### config.mk
export PLATFORM = sky130hd
export DESIGN_NAME = mrsb_front
export DESIGN_NICKNAME = d
export VERILOG_FILES = /design/src/sv/mrsb_pkg.sv /design/src/sv/mrsb_front.sv
export SDC_FILE = /design/constraint.sdc
export NUM_CORES = 1
export LEC_CHECK = 0
export ABC_AREA = 1
export BUFFER_PORTS_ARGS = -buffer_cell sky130_fd_sc_hd__buf_2
export CAP_MARGIN = 10
export CORE_MARGIN = 8
export CORE_UTILIZATION = 60
export CTS_CLUSTER_DIAMETER = 100
export DETAILED_ROUTE_END_ITERATION = 6
export GPL_TIMING_DRIVEN = 1
export PLACE_DENSITY_LB_ADDON = 0.12
export SYNTH_ARGS = -nofsm -noshare
export SYNTH_HDL_FRONTEND = slang
export SYNTH_SLANG_ARGS = --single-unit
### constraint.sdc
create_clock -name clk_i -period 11.4 [get_ports clk_i]
set_clock_uncertainty 0.05 [all_clocks]
set_input_delay 2.85 -clock clk_i [delete_from_list [all_inputs] [get_ports clk_i]]
set_output_delay 2.85 -clock clk_i [all_outputs]
set_load 0.02 [all_outputs]
### src/sv/mrsb_pkg.sv
// shared types and constants for the mono rotate/scale pixel blitter
`timescale 1ns / 1ps
package mrsb_pkg;

  typedef enum logic [2:0] {
    REG_ROTATION      = 3'd0,
    REG_OFFSET_X      = 3'd1,
    REG_OFFSET_Y      = 3'd2,
    REG_SCALED_WIDTH  = 3'd3,
    REG_SCALED_HEIGHT = 3'd4,
    REG_PIXEL_FORMAT  = 3'd5,
    REG_FILL_ENABLE   = 3'd6,
    REG_FILL_COLOR    = 3'd7
  } reg_idx_e;

  typedef enum logic [1:0] {
    FMT_32 = 2'd0,
    FMT_24 = 2'd1,
    FMT_16 = 2'd2,
    FMT_15 = 2'd3
  } pix_fmt_e;

  typedef enum logic [1:0] {
    ROT_0   = 2'd0,
    ROT_90  = 2'd1,
    ROT_180 = 2'd2,
    ROT_270 = 2'd3
  } rot_e;

  localparam logic [31:0] WHITE_24 = 32'h00FF_FFFF;
  localparam logic [31:0] WHITE_16 = 32'h0000_FFFF;
  localparam logic [31:0] WHITE_15 = 32'h0000_7FFF;
  localparam logic [31:0] MASK_24  = 32'h00FF_FFFF;
  localparam logic [4:0]  MASK_5   = 5'h1F;

  localparam int unsigned CW = 14; // sign bit index of signed positions, which are CW+1 bits wide
  localparam int unsigned DIVW = 24; // dividend width

  // classified request passed front to back
  typedef struct packed {
    logic                 wr;
    logic [14:0]          wr_addr;
    logic [7:0]           wr_data;
    logic                 in_img;
    logic [DIVW-1:0]      num_x;
    logic [DIVW-1:0]      num_y;
    logic [12:0]          den_x;
    logic [12:0]          den_y;
    logic [31:0]          bg;
    logic [31:0]          white;
    logic [1:0]           rot;
  } req_t;

  function automatic logic [31:0] conv_bg(input logic [1:0] fmt, input logic en,
                                          input logic [31:0] c);
    logic [31:0] r;
    r = '0;
    if (en) begin
      case (pix_fmt_e'(fmt))
        FMT_32: r = c;
        FMT_24: r = c & MASK_24;
        FMT_16: r = {16'd0, c[14:10] & MASK_5, 1'b0, c[9:5] & MASK_5, c[4:0] & MASK_5};
        FMT_15: r = {17'd0, c[14:10] & MASK_5, c[9:5] & MASK_5, c[4:0] & MASK_5};
        default: r = c;
      endcase
    end
    return r;
  endfunction

  function automatic logic [31:0] white_of(input logic [1:0] fmt);
    logic [31:0] r;
    r = WHITE_24;
    case (pix_fmt_e'(fmt))
      FMT_16:  r = WHITE_16;
      FMT_15:  r = WHITE_15;
      default: r = WHITE_24;
    endcase
    return r;
  endfunction

endpackage

### src/sv/mrsb_front.sv
// front end: places the image, tests coverage and forms the divide operands
`timescale 1ns / 1ps
module mrsb_front #(
  parameter int unsigned SCREEN_W = 1024,
  parameter int unsigned SCREEN_H = 768,
  parameter int unsigned FRAME_W  = 512,
  parameter int unsigned FRAME_H  = 342
) (
  input  logic               clk_i,
  input  logic               rst_ni,
  input  logic               valid_i,
  output logic               stall_o,
  input  logic               command_i,
  input  logic [14:0]        source_address_i,
  input  logic [7:0]         source_byte_i,
  input  logic [9:0]         dest_x_i,
  input  logic [9:0]         dest_y_i,
  input  logic [1:0]         rotation_i,
  input  logic signed [12:0] offset_x_i,
  input  logic signed [12:0] offset_y_i,
  input  logic [11:0]        scaled_width_i,
  input  logic [11:0]        scaled_height_i,
  input  logic [1:0]         pixel_format_i,
  input  logic               fill_enable_i,
  input  logic [31:0]        fill_color_i,
  output logic               valid_o,
  input  logic               stall_i,
  output mrsb_pkg::req_t     req_o
);
  localparam int unsigned CW = mrsb_pkg::CW;
  localparam int unsigned DW = mrsb_pkg::DIVW;

  logic               fits, rot_odd, adv;
  logic signed [CW:0] x0, y0, xr, yr;
  logic [12:0]        span_w, span_h;
  logic [11:0]        rot_w, rot_h;
  mrsb_pkg::req_t     req_d, req_q;
  logic               vld_q;

  assign adv     = !vld_q || !stall_i;
  assign stall_o = !adv;

  always_comb begin
    rot_odd = rotation_i[0];
    rot_w   = rot_odd ? 12'(FRAME_H) : 12'(FRAME_W);
    rot_h   = rot_odd ? 12'(FRAME_W) : 12'(FRAME_H);
    fits    = ({1'b0, scaled_width_i} <= 13'(SCREEN_W)) &&
              ({1'b0, scaled_height_i} <= 13'(SCREEN_H));
    if (fits) begin
      span_w = {1'b0, scaled_width_i};
      span_h = {1'b0, scaled_height_i};
      x0 = (CW+1)'(signed'({1'b0, 13'((13'(SCREEN_W) - span_w) >> 1)})) +
           (CW+1)'(offset_x_i);
      y0 = (CW+1)'(signed'({1'b0, 13'((13'(SCREEN_H) - span_h) >> 1)})) +
           (CW+1)'(offset_y_i);
    end else begin
      span_w = 13'(SCREEN_W);
      span_h = 13'(SCREEN_H);
      x0 = (CW+1)'(offset_x_i);
      y0 = (CW+1)'(offset_y_i);
    end
    xr = (CW+1)'(signed'({1'b0, dest_x_i})) - x0;
    yr = (CW+1)'(signed'({1'b0, dest_y_i})) - y0;
    req_d.wr      = !command_i;
    req_d.wr_addr = source_address_i;
    req_d.wr_data = source_byte_i;
    req_d.in_img = ({3'b0, dest_x_i} < 13'(SCREEN_W)) &&
                   ({3'b0, dest_y_i} < 13'(SCREEN_H)) &&
                   (span_w != '0) && (span_h != '0) && !xr[CW] && !yr[CW] &&
                   (xr < (CW+1)'(signed'({2'b0, span_w}))) &&
                   (yr < (CW+1)'(signed'({2'b0, span_h})));
    req_d.num_x = DW'(xr[11:0]) * DW'(rot_w);
    req_d.num_y = DW'(yr[11:0]) * DW'(rot_h);
    req_d.den_x = span_w;
    req_d.den_y = span_h;
    req_d.bg    = mrsb_pkg::conv_bg(pixel_format_i, fill_enable_i, fill_color_i);
    req_d.white = mrsb_pkg::white_of(pixel_format_i);
    req_d.rot   = rotation_i;
  end

  always_ff @(posedge clk_i or negedge rst_ni) begin
    if (!rst_ni) begin
      vld_q <= 1'b0;
    end else if (adv) begin
      vld_q <= valid_i;
    end
  end

  always_ff @(posedge clk_i) begin
    if (adv && valid_i) begin
      req_q <= req_d;
    end
  end

  assign valid_o = vld_q;
  assign req_o   = req_q;
endmodule

# Word level (Yosys, flattened, before mapping)
# Cells that the tools add are included.
# totals
reg_bits	166
output_inout_bits	167
elab_cells	54
# classes
add_sub_neg	6
mul	2
magnitude_cmp	5
eq_ne	3
mux	8
reduce_logical	18
# op_table
operator	n
$pmux 32 s4	1
$pmux 24 s2	1
$mul 12x10->22	2
$mux 15	2
$sub 11x15->15	2
$add 13x13->14	2
$reduce_bool 13->1	2
$mux 12	2
$mux 10	2
$lt 15x13->1	1
$lt 15x14->1	1
$sub 10x12->13 const A	1
$sub 11x12->13 const A	1
$le 12x10->1 const B	1
$le 12x11->1 const B	1
$lt 10x10->1 const B	1
$logic_and 1x1->1	8
$logic_not 1->1	6
$eq 2x2->1 const B	2
$eq 2x1->1 const B	1
$logic_not 2->1	1
$logic_or 1x1->1	1

# Depth between registers and ports, before layout
# Gate-level depths: netlist of the first run.
# depth
word_depth	10
depth_mapped	43
depth_no_buf	43

# Worst setup path before layout of the first run
# No wires, ideal clock.
# synth_path
path_kind	in2reg
startpoint	in scaled_height_i[0]
endpoint	reg req_q (netlist bit req_o[112]), data pin
setup_time_ps	274
t_arrival_ps	9195
path_slack_ps	1881
stages	39
path_cell_list	inv_1 > ha_1 > nand2_1 > or3_1 > xor2_1 > inv_1 > ha_1 > nand2_1 > inv_1 > nand2_1 > nand2_1 > a21oi_1 > nor2_1 > nor2_1 > xor2_1 > nand2_1 > o21ai_0 > ha_1 > (+3 left out) > nand3_1 > a21boi_1 > nor2_2 > inv_2 > nor2_1 > ha_1 > fa_1 > fa_1 > fa_1 > ha_1 > ha_1 > inv_1 > o21ai_0 > nand2_1 > nand3_1 > a21boi_0 > o41ai_1 > xor2_1
# synth_rtl
item	line_no	text
start: declaration	mrsb_front.sv:22	input logic [11:0] scaled_height_i,
end signal: assignment	mrsb_front.sv:91	req_q <= req_d;
end: declaration	mrsb_front.sv:37	mrsb_pkg::req_t req_d, req_q;

==> results of run 1 <==
## cell usage in the layout (no fill, tap or decap), types with 7 or more instances in the layout
master / count
a21oi_1: 65
buf_2: 270
clkbuf_16: 17
conb_1: 39
edfxtp_1: 127
fa_1: 58
ha_1: 225
inv_1: 264
inv_2: 17
nand2_1: 281
nand3_1: 58
nand4_1: 9
nor2_1: 130
nor2_2: 7
o21ai_0: 42
o21bai_1: 15
xnor2_1: 16
xor2_1: 55
## flip-flops by register name, indices dropped and copies added (netlist names)
signal and cells:
req_o 127, valid_o 1
## metrics by stage
| stage | std cells | total power [mW] |
|---|---|---|
| after floorplan | 1545 | 2.06 |
| after global placement | 2034 | 2.41 |
| after detailed placement | 2034 | 2.45 |
| after CTS | 2066 | 3.07 |
| after global routing | 2067 | 3.35 |
| final | 2068 | 3.04 |
## power groups by stage
stage / registers, mW / clock network [mW] / logic, mW
final: 0.694 / 0.581 / 1.76
after detailed placement: 0.705 / 0 / 1.75
after CTS: 0.696 / 0.593 / 1.78
after floorplan: 0.809 / 0 / 1.25
after global placement: 0.703 / 0 / 1.71
after global routing: 0.701 / 0.610 / 2.03
## Yosys cell counts (2+ instances only)
| master | instances |
|---|---|
| xor2_2 | 2 |
| a21o_1 | 6 |
| inv_2 | 17 |
| o21ai_1 | 4 |
| nor4_1 | 4 |
| a21oi_1 | 65 |
| clkbuf_1 | 22 |
| buf_2 | 2 |
| buf_6 | 2 |
| ha_1 | 225 |
| edfxtp_1 | 127 |
| conb_1 | 2 |
| fa_1 | 58 |
| nand2_2 | 5 |
| nand4_1 | 9 |
| nor2_2 | 7 |
| or2_2 | 6 |
| a21boi_0 | 3 |
| o21ai_0 | 42 |
| buf_4 | 38 |
| nand3_2 | 4 |
| o21bai_1 | 15 |
| nor3_1 | 6 |
| nand2_1 | 281 |
| a31oi_1 | 6 |
| nand3_1 | 58 |
| inv_1 | 264 |
| nand3b_1 | 2 |
| xnor2_1 | 16 |
| a211oi_1 | 5 |
| nor2_1 | 131 |
| mux2i_1 | 2 |
| o31ai_1 | 2 |
| xor2_1 | 55 |
## kinds of logic after synthesis
| group | after synthesis | share of synthesized area |
|---|---|---|
| buf+inv | 347 | 0.113 |
| mux | 2 | 0.00154 |
| fa+ha+maj | 283 | 0.306 |
| other cells | 2 | 0.000577 |
| xor+xnor | 73 | 0.0503 |
| simple gates | 517 | 0.165 |
| compound gates | 156 | 0.0689 |
| flops | 128 | 0.295 |
## layer usage
| metal | routed length [µm] | vias up |
|---|---|---|
| met5 | 0 | - |
| met4 | 901 | 0 |
| met3 | 2130 | 60 |
| met2 | 15300 | 341 |
| met1 | 12800 | 4822 |
| li1 | - | 5361 |
## worst paths after layout
path	to	slack (ps)	depth (start not counted)
setup / recovery	req_o[112]	1290	40
hold / removal	valid_o	440	2
setup reg to reg	req_o[37]	8870	5
hold reg to reg	valid_o	440	2
max in group asynchronous	valid_o	9080	1
min in group asynchronous	valid_o	2130	1
## critical path, delay by kind of cell
family	cells	cell delay (ps)
buffers and inverters	6	390
AO/OA/AOI/OAI	7	1390
AND/OR/NAND/NOR	15	1840
XOR/XNOR	3	430
adder cells (fa/ha/maj)	9	3280
## layout make-up
type	count	area, µm²	area share
Clock buffer	17	425	0.0282
Timing Repair Buffer	273	1370	0.0909
Inverter	283	1060	0.0705
Multi-Input combinational cell	1070	7850	0.520
Antenna cell	2	5.00	0.000331
Sequential cell	128	3840	0.254
Clock inverter	15	198	0.0131
Tap cell	280	350	0.0232
==> flow_metrics.py, run 1 <==
metrics = {
    "die": {
        "fp.dieH_um": 163,
        "dieArea_um2": 26600,
        "die_x_um": 163,
        "io_pins": 302,
        "core_region_area_um2": 21600,
        "rows": 54,
        "start_util": 0.604,
    },
    "clocking": {
        "clock_path_buffers": 2,
        "cts.sinks": 128,
        "cts_tree": "yes",
        "root_buffer": "clkbuf_16",
        "clkTransAtPathRegs_ps": 60,
        "postCtsSetupRepairBufs": 0,
        "cts_resized": 0,
        "cts_max_level": 4,
        "cts_buffers": 17,
        "cts_hold_buffers": 0,
        "clk_latency_ps": 420,
    },
    "synth": {
        "yosysWarnings": 0,
        "synth_largest_area_cell": "edfxtp_1",
        "yosys_most_used_dff": "edfxtp_1",
        "ys_async_sr_fraction": 0.00781,
        "synth_top_area_share": 0.293,
        "netlist_area_um2": 13000,
        "postSynthCellCount": 1508,
        "yosys-top-cells-area": "edfxtp_1 (29%), ha_1 (22%), fa_1 (8.9%), nand2_1 (8.1%), inv_1 (7.6%)",
        "synth_edf_count": 127,
        "ys_seq_area_frac": 0.295,
        "avgSynthCellArea_um2": 8.63,
        "yosysUniqueCellTypes": 49,
        "synth-seq-cells": 128,
    },
    "finish": {
        "fill_cells": 1759,
        "final_area_um2": 15100,
        "drive_above_1_share": 0.197,
        "finish.utilization": 0.701,
        "nets": 2191,
        "syn2layout_area_growth_pct": 16.1,
    },
    "global_route": {
        "antenna_found_initial": 1,
        "top_usage_layer": "met2",
        "grt_max_degree": 83,
        "grt_util_met1": 0.268,
        "grt_pass1_wl_mm": 50.8,
        "grt-ovfl-total": 0,
        "use_met2": 0.423,
        "first_global_vias": 10900,
        "use_met3": 0.0439,
        "grt.total_usage": 0.234,
    },
    "sta": {
        "period_needed_ps": 10110,
        "worst_pin_slew_ps": 1000,
        "setup_viol": 0,
        "worst_slack_ps": 1290,
        "max-slew-margin-rel": 0.332,
        "maxSlewViolCount": 0,
        "rsz0062_at_grt": "false",
        "fin_setup_tns_ps": 0,
        "fmax_mhz": 98.9,
        "finalHoldViolations": 0,
        "post-route-period-util": 0.887,
        "hold_ws_ps": 444,
    },
    "placement": {
        "place_ws_ps": 963,
        "dp_hpwl_mm": 25.7,
        "place_congestion": 0.971,
        "io_buffers": 270,
        "placed_area_um2": 14500,
    },
    "setup_path": {
        "crit_type": "in2reg",
        "r2r_start": "valid_o",
        "path_max_fanout": 5,
        "endpoint_kind": "register",
        "crit_slowest_cell": "fa_1",
        "max_stage_delay_ps": 520,
        "crit_start": "scaled_height_i[0]",
        "cp.arrival_ps": 10210,
        "worst_ep_required_time_ps": 11500,
        "crit_top_cell": "nand2_1",
        "setup.worst_path.start_class": "input pin",
    },
    "power": {
        "p_clk_frac": 0.191,
        "p_seq_frac": 0.228,
        "peakVddDrop_v": 0.000154,
        "switching_power_mw": 1.32,
        "p_int_mw": 1.72,
        "p_per_area_nw_per_um2": 201,
        "leakagePower_nw": 8.15,
        "power_frac_comb": 0.580,
        "swShare": 0.434,
    },
    "min_path": {
        "hp-class": "reg2reg",
        "holdCritStartpoint": "valid_o",
    },
    "detailed_routing": {
        "drt_iter0_markers": 582,
        "wire_per_inst_um": 15.1,
        "vias_per_cell": 5.12,
        "drtPass1Iterations": 5,
        "drc": 0,
        "wl_mm": 31.1,
        "drtAntennaViolNets": 0,
        "vias": 10600,
    },
    "job": {
        "maxCapViolCount": 0,
    },
    "run_status": {
        "status": "complete, no violations",
    },
}
Note: power is estimated with default switching activity, not from simulation.
==> inputs of run 2 (changes only) <==
--- a/config.mk
+++ b/config.mk
@@ -5,11 +5,10 @@
 export SDC_FILE = /design/constraint.sdc
 export NUM_CORES = 1
 export LEC_CHECK = 0
-export ABC_AREA = 1
 export BUFFER_PORTS_ARGS = -buffer_cell sky130_fd_sc_hd__buf_2
 export CAP_MARGIN = 10
 export CORE_MARGIN = 8
-export CORE_UTILIZATION = 60
+export CORE_UTILIZATION = 25
 export CTS_CLUSTER_DIAMETER = 100
 export DETAILED_ROUTE_END_ITERATION = 6
 export GPL_TIMING_DRIVEN = 1
==> run 2 against run 1 <==
Compared with the run above:
- register-to-register slack improved by 150 ps
- sequential share of layout area fell by 0.19 points
- via count fell by 12%
- global-route usage fell by 11 points
- sequential power rose by 1%
- worst setup slack got worse by 520 ps
- non-clock buffer count rose by 21
- largest cell class unchanged
- largest power group unchanged
==> flow_metrics.py, run 2 <==
metrics = {
    "run_status": {
        "status": "complete, no violations",
    },
    "sta": {
        "hold_ws_ps": 638,
        "worst_pin_slew_ps": 831,
        "fmax_mhz": 94.1,
        "rsz0062_at_grt": "false",
        "setup_viol": 0,
        "finalHoldViolations": 0,
        "maxSlewViolCount": 0,
        "max-slew-margin-rel": 0.445,
        "period_needed_ps": 10630,
        "post-route-period-util": 0.933,
        "fin_setup_tns_ps": 0,
    },
    "detailed_routing": {
        "vias": 9338,
        "drtPass1Iterations": 4,
        "drt_iter0_markers": 331,
        "drc": 0,
        "wl_mm": 35.5,
        "drtAntennaViolNets": 0,
        "wire_per_inst_um": 16.2,
        "vias_per_cell": 4.28,
    },
    "synth": {
        "yosysUniqueCellTypes": 70,
        "synth_edf_count": 127,
        "yosysWarnings": 0,
        "synth_largest_area_cell": "edfxtp_1",
        "ys_async_sr_fraction": 0.00781,
        "synth-seq-cells": 128,
        "yosys-top-cells-area": "edfxtp_1 (31%), ha_1 (23%), fa_1 (9.3%), inv_1 (4.5%), xnor2_1 (3.7%)",
        "postSynthCellCount": 1207,
        "synth_common_cells": "ha_1 (225), inv_1 (150), edfxtp_1 (127), nand2_1 (69), nor2_1 (65)",
        "avgSynthCellArea_um2": 10.3,
        "synth_top_area_share": 0.306,
        "yosys_most_used_dff": "edfxtp_1",
        "ys_seq_area_frac": 0.308,
        "yosysMostFrequentCell": "ha_1",
        "netlist_area_um2": 12500,
    },
    "power": {
        "p_per_area_nw_per_um2": 210,
        "power_frac_comb": 0.599,
        "peakVddDrop_v": 0.000105,
        "leakagePower_nw": 7.41,
        "switching_power_mw": 1.35,
        "swShare": 0.422,
        "p_clk_frac": 0.182,
        "power_mw": 3.20,
        "p_int_mw": 1.85,
        "p_seq_frac": 0.219,
    },
    "global_route": {
        "grt.total_usage": 0.124,
        "first_global_vias": 9756,
        "antenna_found_initial": 2,
        "grt-ovfl-total": 0,
        "grt_pass1_wl_mm": 54.9,
        "grt_max_degree": 56,
    },
    "die": {
        "fp.dieH_um": 239,
        "die_x_um": 239,
        "dieArea_um2": 57300,
        "io_pins": 302,
        "core_region_area_um2": 49700,
        "start_util": 0.251,
        "rows": 82,
    },
    "min_path": {
        "hold_path_end": "valid_o",
        "hold_path_depth": 2,
        "holdCritStartpoint": "valid_o",
        "hp-class": "reg2reg",
    },
    "finish": {
        "syn2layout_area_growth_pct": 22.0,
        "stdcell_count": 2184,
        "finish.utilization": 0.306,
        "drive_above_1_share": 0.231,
        "mostFrequentLayoutCell": "buf_2",
        "register_area_um2": 3840,
        "largest_reg_flops": 127,
        "multi_input_area_um2": 7850,
        "fill_cells": 5324,
        "layout_common_cells": "buf_2 (270), ha_1 (225), inv_1 (150)",
        "nets": 1915,
    },
    "clocking": {
        "cts_buffers": 17,
        "clock_path_buffers": 2,
        "postCtsSetupRepairBufs": 0,
        "clkTransAtPathRegs_ps": 60,
        "cts_tree": "yes",
        "clk_latency_ps": 460,
        "cts_resized": 0,
        "cts.sinks": 128,
        "cts_hold_buffers": 0,
        "cts_max_level": 4,
        "root_buffer": "clkbuf_16",
    },
    "setup_path": {
        "endpoint_kind": "register",
        "cp.arrival_ps": 10790,
        "r2r_cells": 3,
        "crit_top_cell": "ha_1",
        "crit_start": "scaled_width_i[2]",
        "worst_ep_required_time_ps": 11560,
        "r2r_end": "req_o[159]",
        "r2r_start": "valid_o",
        "max_stage_delay_ps": 600,
        "rrSetupSlack_ps": 9020,
        "path_max_fanout": 6,
        "crit_type": "in2reg",
        "setup.worst_path.start_class": "input pin",
        "crit_slowest_cell": "or4_1",
    },
    "placement": {
        "io_buffers": 270,
        "dp_hpwl_mm": 30.2,
        "dp.cells": 2150,
        "place_congestion": 0.829,
    },
    "job": {
        "maxCapViolCount": 0,
    },
}
run 2: cell count changes after synthesis, sizes merged, moves of 25 or more:
cell	delta
and2	+49
inv	-132
nand2	-218
nand3	-43
nor2	-74
nor3	+25
xnor2	+38
xor2	-36
run 2: worst max-delay path: cells and delay by family:
kind | cells | cell delay [ps]
XOR/XNOR | 3 | 360
adder cells (fa/ha/maj) | 8 | 2970
buffers and inverters | 3 | 420
AO/OA/AOI/OAI | 12 | 2400
AND/OR/NAND/NOR | 5 | 1800
run 2: kinds of logic (layout without fill, tap and decap cells):
kind of cell,Yosys count,count (layout),synth area share
simple gates,297,297,0.120
mux,12,12,0.00983
xor+xnor,75,75,0.0533
fa+ha+maj,283,283,0.319
other cells,2,41,0.000602
compound gates,200,200,0.115
buf+inv,210,476,0.0748
flops,128,128,0.308
run 2: layer usage:
metal,global-route usage,part of all wire,wire (µm)
met1,0.166,0.49,17400
met5,0,0.00034,12
met2,0.194,0.44,15600
met4,0.0344,0.012,419
met3,0.0329,0.055,1950
run 2: per-stage QoR:
step,instance area [µm²],worst slack [ps]
after floorplan,12600,670
after detailed placement,14600,249
after CTS,15200,766
after global routing,15200,298
final,15200,768
after global placement,14600,248
run 2: cell type report:
class                      instances  share of cell area
clock inverter                    14              0.0109
clock buffer                      18              0.0282
antenna                            2            0.000329
inverter                         150              0.0370
sequential                       128               0.252
tap                              672              0.0552
multi-input combinational        906               0.515
timing repair buffer             294               0.101
run 2: how the worst max path moves through the flow:
stage          depth (start not counted)          to
2_1_floorplan                         35  req_o[136]
3_3_place_gp                          36  req_o[136]
3_5_place_dp                          36  req_o[136]
4_1_cts                               36  req_o[136]
5_1_grt                               32  req_o[136]
6_report                              31  req_o[136]
run 2: power by group through the flow:
stage / clock network [mW] / logic, mW / registers, mW
6_report: 0.583 / 1.91 / 0.701
5_1_grt: 0.631 / 2.22 / 0.710
4_1_cts: 0.618 / 1.97 / 0.704
3_5_place_dp: 0 / 1.94 / 0.714
3_3_place_gp: 0 / 1.95 / 0.713
2_1_floorplan: 0 / 1.34 / 0.811
==> inputs of run 3 (changes only) <==
--- a/config.mk
+++ b/config.mk
@@ -5,7 +5,7 @@
 export SDC_FILE = /design/constraint.sdc
 export NUM_CORES = 1
 export LEC_CHECK = 0
-export BUFFER_PORTS_ARGS = -buffer_cell sky130_fd_sc_hd__buf_2
+export BUFFER_PORTS_ARGS = -buffer_cell sky130_fd_sc_hd__buf_4
 export CAP_MARGIN = 10
 export CORE_MARGIN = 8
 export CORE_UTILIZATION = 25
==> run 3 against run 2 <==
Compared with the run above:
- count of clock-buffer cells in the layout increased by 1
- worst hold slack improved by 26 ps
- flip-flop and latch count unchanged
- sequential power about the same
- non-clock buffer count increased by 7
- via count increased by 0.54%
- design area increased by 5.1%
- critical path depth increased by 1
- fmax increased by 0.45%
- combinational power increased by 4%
- die area unchanged
- clock power increased by 7.9%
- largest power group unchanged
==> flow_metrics.py, run 3 (synthesized netlist as in run 2, its figures left out) <==
metrics = {
    "setup_path": {
        "setup.worst_path.start_class": "input pin",
        "crit_slowest_cell": "or4_1",
        "cp.arrival_ps": 10740,
        "endpoint_kind": "register",
        "worst_ep_required_time_ps": 11550,
        "path_max_fanout": 6,
        "max_stage_delay_ps": 590,
        "crit_top_cell": "ha_1",
        "crit_type": "in2reg",
    },
    "clocking": {
        "root_buffer": "clkbuf_16",
        "clk_latency_ps": 460,
        "clock_path_buffers": 2,
        "cts_buffers": 17,
        "postCtsSetupRepairBufs": 0,
        "clkTransAtPathRegs_ps": 60,
        "cts_tree": "yes",
        "cts.sinks": 128,
        "cts_resized": 0,
        "cts_max_level": 4,
        "cts_hold_buffers": 0,
    },
    "power": {
        "leakagePower_nw": 7.69,
        "p_per_area_nw_per_um2": 207,
        "peakVddDrop_v": 0.000107,
    },
    "detailed_routing": {
        "vias_per_cell": 4.29,
        "vias": 9388,
        "wire_per_inst_um": 16.3,
        "drtAntennaViolNets": 0,
        "drc": 0,
        "wl_mm": 35.7,
        "drt_iter0_markers": 341,
        "drtPass1Iterations": 4,
    },
    "global_route": {
        "grt_pass1_wl_mm": 55.6,
        "antenna_found_initial": 0,
        "grt_max_degree": 66,
        "first_global_vias": 9841,
        "grt-ovfl-total": 0,
        "grt.total_usage": 0.125,
    },
    "die": {
        "core_region_area_um2": 49700,
        "start_util": 0.251,
        "die_x_um": 239,
        "rows": 82,
        "dieArea_um2": 57300,
        "io_pins": 302,
        "fp.dieH_um": 239,
    },
    "job": {
        "maxCapViolCount": 0,
    },
    "finish": {
        "largest_reg_flops": 127,
        "drive_above_1_share": 0.235,
        "final_area_um2": 16000,
        "fill_cells": 5177,
        "num_antenna_cells": 0,
        "nets": 1922,
        "layout_common_cells": "buf_4 (301), ha_1 (225), inv_1 (150)",
        "mostFrequentLayoutCell": "buf_4",
        "syn2layout_area_growth_pct": 28.2,
    },
    "sta": {
        "rsz0062_at_grt": "false",
        "finalHoldViolations": 0,
        "post-route-period-util": 0.928,
        "period_needed_ps": 10580,
        "fmax_mhz": 94.5,
        "worst_pin_slew_ps": 951,
        "setup_viol": 0,
        "maxSlewViolCount": 0,
        "fin_setup_tns_ps": 0,
        "hold_ws_ps": 664,
        "max-slew-margin-rel": 0.366,
    },
    "placement": {
        "dp_hpwl_mm": 30.2,
        "place_congestion": 0.839,
        "io_buffers": 270,
        "placed_area_um2": 15300,
    },
    "run_status": {
        "status": "complete, no violations",
    },
    "min_path": {
        "hp-class": "reg2reg",
    },
}
-- run 3: per-layer routing --
metal	wire (µm)	global-route usage	vias to the layer above
met4	522	0.0385	0
met2	15500	0.193	249
met5	0	0	-
met3	2070	0.0354	23
met1	17600	0.168	4347
li1	-	-	4769
-- run 3: per-stage QoR --
step | power [mW] | setup slack (ps) | instances | utilization
2_1_floorplan | 2.15 | 670 | 1244 | -
3_3_place_gp | 2.73 | 348 | 2157 | 0.309
3_5_place_dp | 2.72 | 338 | 2157 | 0.309
4_1_cts | 3.41 | 833 | 2189 | 0.322
5_1_grt | 3.68 | 234 | 2189 | 0.322
6_report | 3.32 | 815 | 2189 | 0.322
-- run 3: worst paths after layout --
path	depth (start not counted)	start	slack, ps	to
max in group asynchronous	1	rst_ni	9110	valid_o
worst max register to register	4	valid_o	8550	req_o[117]
min in group asynchronous	1	rst_ni	2110	valid_o
worst min-delay path	2	valid_o	660	valid_o
worst min register to register	2	valid_o	660	valid_o
worst max-delay path	32	scaled_width_i[2]	820	req_o[136]
-- run 3: where the power goes --
group	internal (mW)	switching (mW)
logic	0.891	1.09
clock network	0.388	0.241
registers	0.680	0.0237
total	1.96	1.36
-- run 3: critical path: cells and delay by family --
kind	cells	cell delay, ps
xor gates and xnor gates	3	410
and+or+nand+nor	5	1850
buffers and inverters	3	230
AOI/OAI and AO/OA	13	2510
adders and majority gates	8	2890
-- run 3: cell type report --
type | count | area [µm²] | area share
clock inverters | 13 | 209 | 0.0131
clock buffers | 19 | 433 | 0.0271
well taps | 672 | 841 | 0.0526
flip-flops and latches | 128 | 3840 | 0.240
repair buffers | 301 | 2260 | 0.141
inverters | 150 | 563 | 0.0352
multi-input cells | 906 | 7850 | 0.491
